`src/ubxfr_pkg.sv`:
```
// Types, constants and codes shared by the frame receiver modules.
package ubxfr_pkg;

	localparam int MAX_FRAME_BYTES = 128;
	localparam int STORE_DEPTH     = 2 * MAX_FRAME_BYTES;
	localparam int ADDR_W          = $clog2(STORE_DEPTH);
	localparam int IDX_W           = $clog2(MAX_FRAME_BYTES);
	localparam int POS_W           = $clog2(MAX_FRAME_BYTES + 4);

	localparam int QUEUE_DEPTH = 2;
	localparam int QPTR_W      = $clog2(QUEUE_DEPTH);
	localparam int QCNT_W      = $clog2(QUEUE_DEPTH + 1);

	localparam int BYTE_W      = 8;
	localparam int READ_IDX_W  = 7;
	localparam int CFG_IDX_W   = 2;

	localparam logic [CFG_IDX_W-1:0] REG_SYNC_FIRST   = 2'd0;
	localparam logic [CFG_IDX_W-1:0] REG_SYNC_SECOND  = 2'd1;
	localparam logic [CFG_IDX_W-1:0] REG_FRAME_LENGTH = 2'd2;

	localparam logic [BYTE_W-1:0] SYNC_FIRST_RST   = 8'hB5;
	localparam logic [BYTE_W-1:0] SYNC_SECOND_RST  = 8'h62;
	localparam logic [BYTE_W-1:0] FRAME_LENGTH_RST = 8'd96;

	typedef struct packed {
		logic                  command;
		logic [BYTE_W-1:0]     data_byte;
		logic [READ_IDX_W-1:0] read_index;
	} req_t;

	typedef struct packed {
		logic              frame_good;
		logic [BYTE_W-1:0] read_data;
		logic              has_frame;
	} rsp_t;

	typedef enum logic [1:0] {
		OP_RECV,
		OP_READ,
		OP_READ_ZERO
	} op_t;

	typedef struct packed {
		op_t                   op;
		logic [BYTE_W-1:0]     data_byte;
		logic [READ_IDX_W-1:0] read_index;
	} qent_t;

endpackage

```
`src/ubxfr_front.sv`:
```
// Front end: accept and classify request transfers into a short queue.
module ubxfr_front
	import ubxfr_pkg::*;
(
	input  logic  clk,
	input  logic  arst_n,
	input  logic  req_valid,
	output logic  req_stall,
	input  req_t  req,
	output logic  head_valid,
	input  logic  head_pop,
	output qent_t head
);

	qent_t             fifo_q [QUEUE_DEPTH];
	logic [QPTR_W-1:0] wr_ptr_q;
	logic [QPTR_W-1:0] rd_ptr_q;
	logic [QCNT_W-1:0] count_q;
	logic              push;
	logic              pop;
	qent_t             cls;

	assign req_stall  = (count_q == QCNT_W'(QUEUE_DEPTH));
	assign head_valid = (count_q != '0);
	assign head       = fifo_q[rd_ptr_q];
	assign push       = req_valid && !req_stall;
	assign pop        = head_valid && head_pop;

	// classify: a read past the bank returns zero without touching the store
	always_comb begin
		cls.data_byte  = req.data_byte;
		cls.read_index = req.read_index;
		if (!req.command) begin
			cls.op = OP_RECV;
		end else if (32'(req.read_index) < MAX_FRAME_BYTES) begin
			cls.op = OP_READ;
		end else begin
			cls.op = OP_READ_ZERO;
		end
	end

	always_ff @(posedge clk) begin
		if (push) begin
			fifo_q[wr_ptr_q] <= cls;
		end
	end

	always_ff @(posedge clk or negedge arst_n) begin
		if (!arst_n) begin
			wr_ptr_q <= '0;
			rd_ptr_q <= '0;
			count_q  <= '0;
		end else begin
			if (push) begin
				wr_ptr_q <= (32'(wr_ptr_q) == QUEUE_DEPTH - 1) ? '0 : wr_ptr_q + 1'b1;
			end
			if (pop) begin
				rd_ptr_q <= (32'(rd_ptr_q) == QUEUE_DEPTH - 1) ? '0 : rd_ptr_q + 1'b1;
			end
			if (push && !pop) begin
				count_q <= count_q + 1'b1;
			end else if (pop && !push) begin
				count_q <= count_q - 1'b1;
			end
		end
	end

endmodule

```
`src/ubxfr_back.sv`:
```
// Back end: frame parser, checksum, banked frame store and result register.
module ubxfr_back
	import ubxfr_pkg::*;
(
	input  logic                 clk,
	input  logic                 arst_n,
	input  logic                 cfg_we,
	input  logic [CFG_IDX_W-1:0] cfg_index,
	input  logic [BYTE_W-1:0]    cfg_data,
	input  logic                 head_valid,
	output logic                 head_pop,
	input  qent_t                head,
	output logic                 rsp_valid,
	input  logic                 rsp_stall,
	output rsp_t                 rsp
);

	logic [BYTE_W-1:0] sync_first_q;
	logic [BYTE_W-1:0] sync_second_q;
	logic [BYTE_W-1:0] frame_length_q;

	logic [POS_W-1:0]  pos_q;
	logic [BYTE_W-1:0] sum_a_q;
	logic [BYTE_W-1:0] sum_b_q;
	logic              rbank_q;
	logic              seen_q;

	logic [BYTE_W-1:0] store_q [STORE_DEPTH];

	logic              valid_s2;
	logic              good_s2;
	logic              rd_en_s2;
	logic              seen_s2;
	logic [BYTE_W-1:0] rdata_s2;

	logic              advance;
	logic              take;
	logic              recv;
	logic [POS_W-1:0]  eff_len;
	logic [POS_W:0]    body_end;
	logic [POS_W-1:0]  pos_d;
	logic [BYTE_W-1:0] sum_a_d;
	logic [BYTE_W-1:0] sum_b_d;
	logic              rbank_d;
	logic              seen_d;
	logic              good_d;
	logic              wr_en;
	logic [IDX_W-1:0]  wr_k;
	logic [ADDR_W-1:0] wr_addr;
	logic [ADDR_W-1:0] rd_addr;
	logic [BYTE_W-1:0] byte_sum_a;

	assign advance  = !valid_s2 || !rsp_stall;
	assign head_pop = advance;
	assign take     = head_valid && advance;
	assign recv     = (head.op == OP_RECV);

	// clamp length to 1..MAX_FRAME_BYTES
	always_comb begin
		priority if (frame_length_q == '0) begin
			eff_len = POS_W'(1);
		end else if (32'(frame_length_q) > MAX_FRAME_BYTES) begin
			eff_len = POS_W'(MAX_FRAME_BYTES);
		end else begin
			eff_len = POS_W'(frame_length_q);
		end
	end

	assign body_end   = {1'b0, eff_len} + (POS_W+1)'(2);
	assign byte_sum_a = sum_a_q + head.data_byte;
	assign wr_k       = IDX_W'(pos_q - POS_W'(2));
	assign wr_addr    = rbank_q ? ADDR_W'(wr_k) : ADDR_W'(MAX_FRAME_BYTES) + ADDR_W'(wr_k);
	assign rd_addr    = rbank_q ? ADDR_W'(MAX_FRAME_BYTES) + ADDR_W'(head.read_index)
	                            : ADDR_W'(head.read_index);

	// parser next state
	always_comb begin
		pos_d   = pos_q;
		sum_a_d = sum_a_q;
		sum_b_d = sum_b_q;
		rbank_d = rbank_q;
		seen_d  = seen_q;
		good_d  = 1'b0;
		wr_en   = 1'b0;
		if (recv) begin
			priority if (pos_q == '0) begin
				if (head.data_byte == sync_first_q) begin
					pos_d = POS_W'(1);
				end
			end else if (pos_q == POS_W'(1)) begin
				if (head.data_byte == sync_second_q) begin
					pos_d   = POS_W'(2);
					sum_a_d = '0;
					sum_b_d = '0;
				end else begin
					pos_d = '0;
				end
			end else if ({1'b0, pos_q} < body_end) begin
				wr_en   = 1'b1;
				sum_a_d = byte_sum_a;
				sum_b_d = sum_b_q + byte_sum_a;
				pos_d   = pos_q + 1'b1;
			end else if ({1'b0, pos_q} == body_end) begin
				pos_d = (head.data_byte == sum_a_q) ? pos_q + 1'b1 : '0;
			end else begin
				pos_d = '0;
				if ({1'b0, pos_q} == body_end + 1'b1 && head.data_byte == sum_b_q) begin
					rbank_d = !rbank_q;
					seen_d  = 1'b1;
					good_d  = 1'b1;
				end
			end
		end
	end

	always_ff @(posedge clk or negedge arst_n) begin
		if (!arst_n) begin
			sync_first_q   <= SYNC_FIRST_RST;
			sync_second_q  <= SYNC_SECOND_RST;
			frame_length_q <= FRAME_LENGTH_RST;
		end else if (cfg_we) begin
			case (cfg_index)
				REG_SYNC_FIRST:   sync_first_q   <= cfg_data;
				REG_SYNC_SECOND:  sync_second_q  <= cfg_data;
				REG_FRAME_LENGTH: frame_length_q <= cfg_data;
				default: begin
				end
			endcase
		end
	end

	always_ff @(posedge clk or negedge arst_n) begin
		if (!arst_n) begin
			pos_q    <= '0;
			sum_a_q  <= '0;
			sum_b_q  <= '0;
			rbank_q  <= 1'b0;
			seen_q   <= 1'b0;
			valid_s2 <= 1'b0;
		end else if (advance) begin
			valid_s2 <= head_valid;
			if (head_valid) begin
				pos_q   <= pos_d;
				sum_a_q <= sum_a_d;
				sum_b_q <= sum_b_d;
				rbank_q <= rbank_d;
				seen_q  <= seen_d;
			end
		end
	end

	// result payload
	always_ff @(posedge clk) begin
		if (take) begin
			good_s2  <= good_d;
			rd_en_s2 <= (head.op == OP_READ);
			seen_s2  <= seen_d;
		end
	end

	// frame store: one write port, one registered read port
	always_ff @(posedge clk) begin
		if (take && wr_en) begin
			store_q[wr_addr] <= head.data_byte;
		end
		if (take && head.op == OP_READ) begin
			rdata_s2 <= store_q[rd_addr];
		end
	end

	assign rsp_valid      = valid_s2;
	assign rsp.frame_good = good_s2;
	assign rsp.read_data  = rd_en_s2 ? rdata_s2 : '0;
	assign rsp.has_frame  = seen_s2;

endmodule

```
`src/ubx_frame_receiver_top.sv`:
```
// Top level of the serial frame receiver with Fletcher checksum.
// A request passes through the queue entry and then the result register before its response appears.
// Throughput: one request per cycle, receive or read, while rsp_stall does not hold the back end.
// The two-entry queue keeps taking requests, until full, while a response waits on rsp_stall.
// Reset clears the queue, parser, checksums, bank select and frame flag at once;
// the frame store itself is not cleared and holds garbage until written.
module ubx_frame_receiver_top
	import ubxfr_pkg::*;
(
	input  logic                 clk,
	input  logic                 arst_n,
	// configuration write port
	input  logic                 cfg_we,
	input  logic [CFG_IDX_W-1:0] cfg_index,
	input  logic [BYTE_W-1:0]    cfg_data,
	// request channel: receive a byte or read a stored frame byte
	input  logic                 req_valid,
	output logic                 req_stall,
	input  req_t                 req,
	// response channel: one response per request
	output logic                 rsp_valid,
	input  logic                 rsp_stall,
	output rsp_t                 rsp
);

	// queue head handed from the front end to the back end
	logic  head_valid;
	logic  head_pop;
	qent_t head;

	// Front end: classify each transfer (receive, read, read past the bank)
	// and hold it in the queue until the back end is free.
	ubxfr_front u_front (
		.clk        (clk),
		.arst_n     (arst_n),
		.req_valid  (req_valid),
		.req_stall  (req_stall),
		.req        (req),
		.head_valid (head_valid),
		.head_pop   (head_pop),
		.head       (head)
	);

	// Back end: advance the sync/body/checksum parser, write body bytes into
	// the receive bank, swap banks on a good checksum and register the
	// response. Reads see the bank as left by all earlier requests.
	ubxfr_back u_back (
		.clk        (clk),
		.arst_n     (arst_n),
		.cfg_we     (cfg_we),
		.cfg_index  (cfg_index),
		.cfg_data   (cfg_data),
		.head_valid (head_valid),
		.head_pop   (head_pop),
		.head       (head),
		.rsp_valid  (rsp_valid),
		.rsp_stall  (rsp_stall),
		.rsp        (rsp)
	);

endmodule

```
`config.mk`:
```
export PLATFORM = sky130hd
export DESIGN_NAME = ubx_frame_receiver_top
export DESIGN_NICKNAME = d
export VERILOG_FILES = /design/src/ubxfr_pkg.sv /design/src/ubxfr_front.sv /design/src/ubxfr_back.sv /design/src/ubx_frame_receiver_top.sv
export SDC_FILE = /design/constraint.sdc
export NUM_CORES = 2
export LEC_CHECK = 0
export BUFFER_PORTS_ARGS = -buffer_cell sky130_fd_sc_hd__clkbuf_2
export CAP_MARGIN = 20
export CORE_ASPECT_RATIO = 1.25
export CORE_MARGIN = 3
export CORE_UTILIZATION = 55
export CTS_BUF_LIST = sky130_fd_sc_hd__clkbuf_8
export CTS_CLUSTER_SIZE = 16
export DETAILED_ROUTE_END_ITERATION = 10
export PLACE_DENSITY = 0.73
export SETUP_SLACK_MARGIN = 0.05
export SYNTH_ARGS = -nofsm -noshare
export SYNTH_HDL_FRONTEND = slang
export SYNTH_HIERARCHICAL = 1
export SYNTH_SLANG_ARGS = --single-unit
```
`constraint.sdc`:
```
create_clock -name clk -period 4.74 [get_ports clk]
set_input_delay 0.237 -clock clk [delete_from_list [all_inputs] [get_ports clk]]
set_output_delay 0.237 -clock clk [all_outputs]
set_load 0.01 [all_outputs]
```
==> impl_metrics.json <==
{
  "status": "finished, final reports clean",
  "async_flop_share_pct": 2.56,
  "critPathLaunch": "u_front/rd_ptr_q$_DFFE_PN0P_",
  "pre_cts_ws_ns": 0.312,
  "synthTopCellsByArea": "edfxtp_1 74%, mux4_2 17%, dfrtp_1 1.3%, nor2_1 1.3%, mux2i_1 0.71%",
  "peakVddDrop_mv": 0.913,
  "synth_edf_count": 2091,
  "cp_max_fo": 28,
  "path_class": "reg2reg",
  "met2_length_mm": 97.4,
  "tns_ns": 0,
  "finalCritPeriodShare_pct": 92.4,
  "wl_met1_mm": 72.0,
  "cts_tree": "yes",
  "setup_slack_ns": 0.358,
  "post_cts_buffers": 0,
  "ys_ff_latch": 2146,
  "worstPathArrival_ns": 5.13,
  "grt_use_total_pct": 24.6,
  "die_h_um": 444,
  "rows": 160,
  "drv_slew": 0,
  "clk_pin_slew_ns": 0.07,
  "cts_htree_levels": 5,
  "startpoint_type": "flop",
  "p_per_area_nw_per_um2": 569,
  "drive_gt1_share_pct": 33.0,
  "io_buffers": 42,
  "synth_cell_type_count": 67,
  "syn_inst": 3785,
  "fin_area_um2": 96000,
  "ys_seq_area_share_pct": 76.0,
  "grt_pass1_vias": 42700,
  "max_freq_mhz": 228,
  "drv_cap": 0,
  "syn_area_um2": 84400,
  "wl_met3_mm": 15.4,
  "pin_count": 43,
  "initialDrtViolationCount": 4483,
  "numCtsBuffers": 327,
  "coreArea_um2": 152000,
  "gp_congestion": 0.847,
  "r2r_cells": 9,
  "via_count": 41000,
  "clockBufferDepth": 4,
  "relSlewSlack_pct": 22.2,
  "fin_crit_ns": 4.38,
  "root_buffer": "clkbuf_8",
  "fin_util_pct": 63.0,
  "cts.sinks": 2146,
  "antenna_found_initial": 3,
  "drc": 0,
  "wirelength_mm": 191,
  "worstSkewPairLatency_ns": 1.04,
  "final_nets": 4461,
  "ant_nets": 0,
  "worst_slew_pin_slew_ns": 1.17,
  "via_per_inst": 6.17,
  "cp-endpoint": "u_back/rdata_s2[4]$_DFFE_PP_",
  "hold_viol_final": 0,
  "synth_flop_cell": "edfxtp_1",
  "critPathRequiredTime_ns": 5.49,
  "p_leak_uw": 0.0313,
  "dp_hpwl_mm": 116,
  "synth_common_cells": "2091 x edfxtp_1, 633 x mux4_2, 286 x nor2_1",
  "netlist.area_leader.share_pct": 74.4,
  "die_x_um": 356,
  "hold_path.class": "in2async",
  "highest_layer": "met5",
  "reg2reg_slack_ns": 0.36,
  "grt_pass1_wl_mm": 283,
  "initial_core_util_pct": 55.4,
  "rsz0062_at_grt": "no",
  "end_kind": "flop",
  "grt_max_degree": 193,
  "drt_pass1_iterations": 7,
  "synth_nets": 3850,
  "grt_overflow": 0,
  "setup_viol": 0,
  "yosysMostFrequentCell": "edfxtp_1",
  "finalClockSkew_ns": 0.0579,
  "r2r_start": "u_front/rd_ptr_q$_DFFE_PN0P_",
  "ys.warnings.count": 6,
  "wl_per_cell_um": 28.8,
  "area_growth_pct": 13.8,
  "postPlaceCellArea_um2": 89500,
  "avgSynthCellArea_um2": 22.3,
  "dieArea_um2": 158000,
  "rr_endpoint": "u_back/rdata_s2[4]$_DFFE_PP_",
  "synth_top_area_cell": "edfxtp_1"
}
-- where the power goes --
group	switching [uW]	leakage, uW	internal (uW)
Clock	6760	0.00331	7280
Combinational	10200	0.00857	6680
Sequential	212	0.0195	23500
Total	17200	0.0313	37400
-- worst min path at each step --
| stage | to | depth (start not counted) |
|---|---|---|
| floorplan | u_back/frame_length_q[0]$_DFFE_PN0P_ | 0 |
| global placement | u_back/sync_first_q[6]$_DFFE_PN0P_ | 2 |
| detailed placement | u_back/sync_first_q[3]$_DFFE_PN0P_ | 2 |
| CTS | u_back/frame_length_q[4]$_DFFE_PN0P_ | 4 |
| global route | u_front/fifo_q[0][14]$_DFFE_PP_ | 3 |
| finish | u_back/sum_b_q[1]$_DFFE_PN0P_ | 4 |
-- critical path: stages (launching register included) --
cell      delay [ns]
dfrtp_1         0.70
mux2_8          0.58
buf_4           0.44
mux4_2          0.58
mux4_2          0.48
nor2b_1         0.16
a211oi_1        0.47
a21oi_1         0.17
o21ai_0         0.34
nor3_1          0.08
-- layout by cell type (no fill, tap or decap), types with 13 or more instances in the layout --
cell           count
a21oi_1           28
xnor2_1           35
buf_12            26
o22ai_1           16
bufinv_16         14
clkbuf_2          42
dlygate4sd3_1     61
clkinv_2          44
inv_1            100
clkinv_1          68
o21ai_0           20
ha_1              32
and2_1            13
mux2_2            27
nor3_1            22
mux4_2           633
clkbuf_8         334
dfrtp_1           45
buf_4            358
edfxtp_1        2091
nor2_1           286
nand2_1           53
xor2_1            23
nand3_1           14
mux2i_1           60
a22o_1            16
-- state kept, by name, summed over array words and instances (netlist names), 2 cells and up --
name,cells
u_back/store_q,2048
u_front/fifo_q,32
u_back/pos_q,8
u_back/sync_second_q,8
u_back/rdata_s2,8
u_back/sum_a_q,8
u_back/sum_b_q,8
u_front/count_q,2
u_back/sync_first_q,8
u_back/frame_length_q,8
-- kinds of logic after synthesis --
family	after synthesis	share of synthesized area, %
DFF	2146	76.0
muxes	735	18.2
and+or+nand+nor	454	2.35
buffers and inverters	226	1.25
AOI/OAI and AO/OA	130	1.03
xor gates and xnor gates	59	0.628
adders and majority gates	34	0.522
other	1	0.00444
-- per-layer routing --
layer,up-vias,global-route usage [%]
met5,-,0
met2,1993,40.3
met3,356,4.69
met1,21600,33.4
met4,4,9.20
li1,17100,-
-- cell type report --
cell class | count | area (um^2)
Sequential cell | 2146 | 64200
Fill cell | 9890 | 56300
Multi-Input combinational cell | 1413 | 19300
Clock buffer | 334 | 4600
Timing Repair Buffer | 487 | 4030
Tap cell | 2025 | 2530
Clock inverter | 216 | 1270
Inverter | 21 | 81.3
Antenna cell | 5 | 12.5
-- per-stage QoR --
stage	hold WS [ns]	std cells	power [uW]
finish	0.464	6647	54600
global route	0.456	6647	56600
CTS	0.336	6642	55000
detailed placement	0.425	6031	41000
global placement	0.415	6031	40700
floorplan	-0.0586	3785	34700
-- what timing repair did --
| item | CTS | global route |
|---|---|---|
| setup endpoints to repair | 0 | 190 |
| resized for setup | 0 | 1 |
| hold buffers | 61 | 0 |
| hold endpoints to repair | 161 | 0 |
Note: power is estimated with default switching activity, not from simulation.
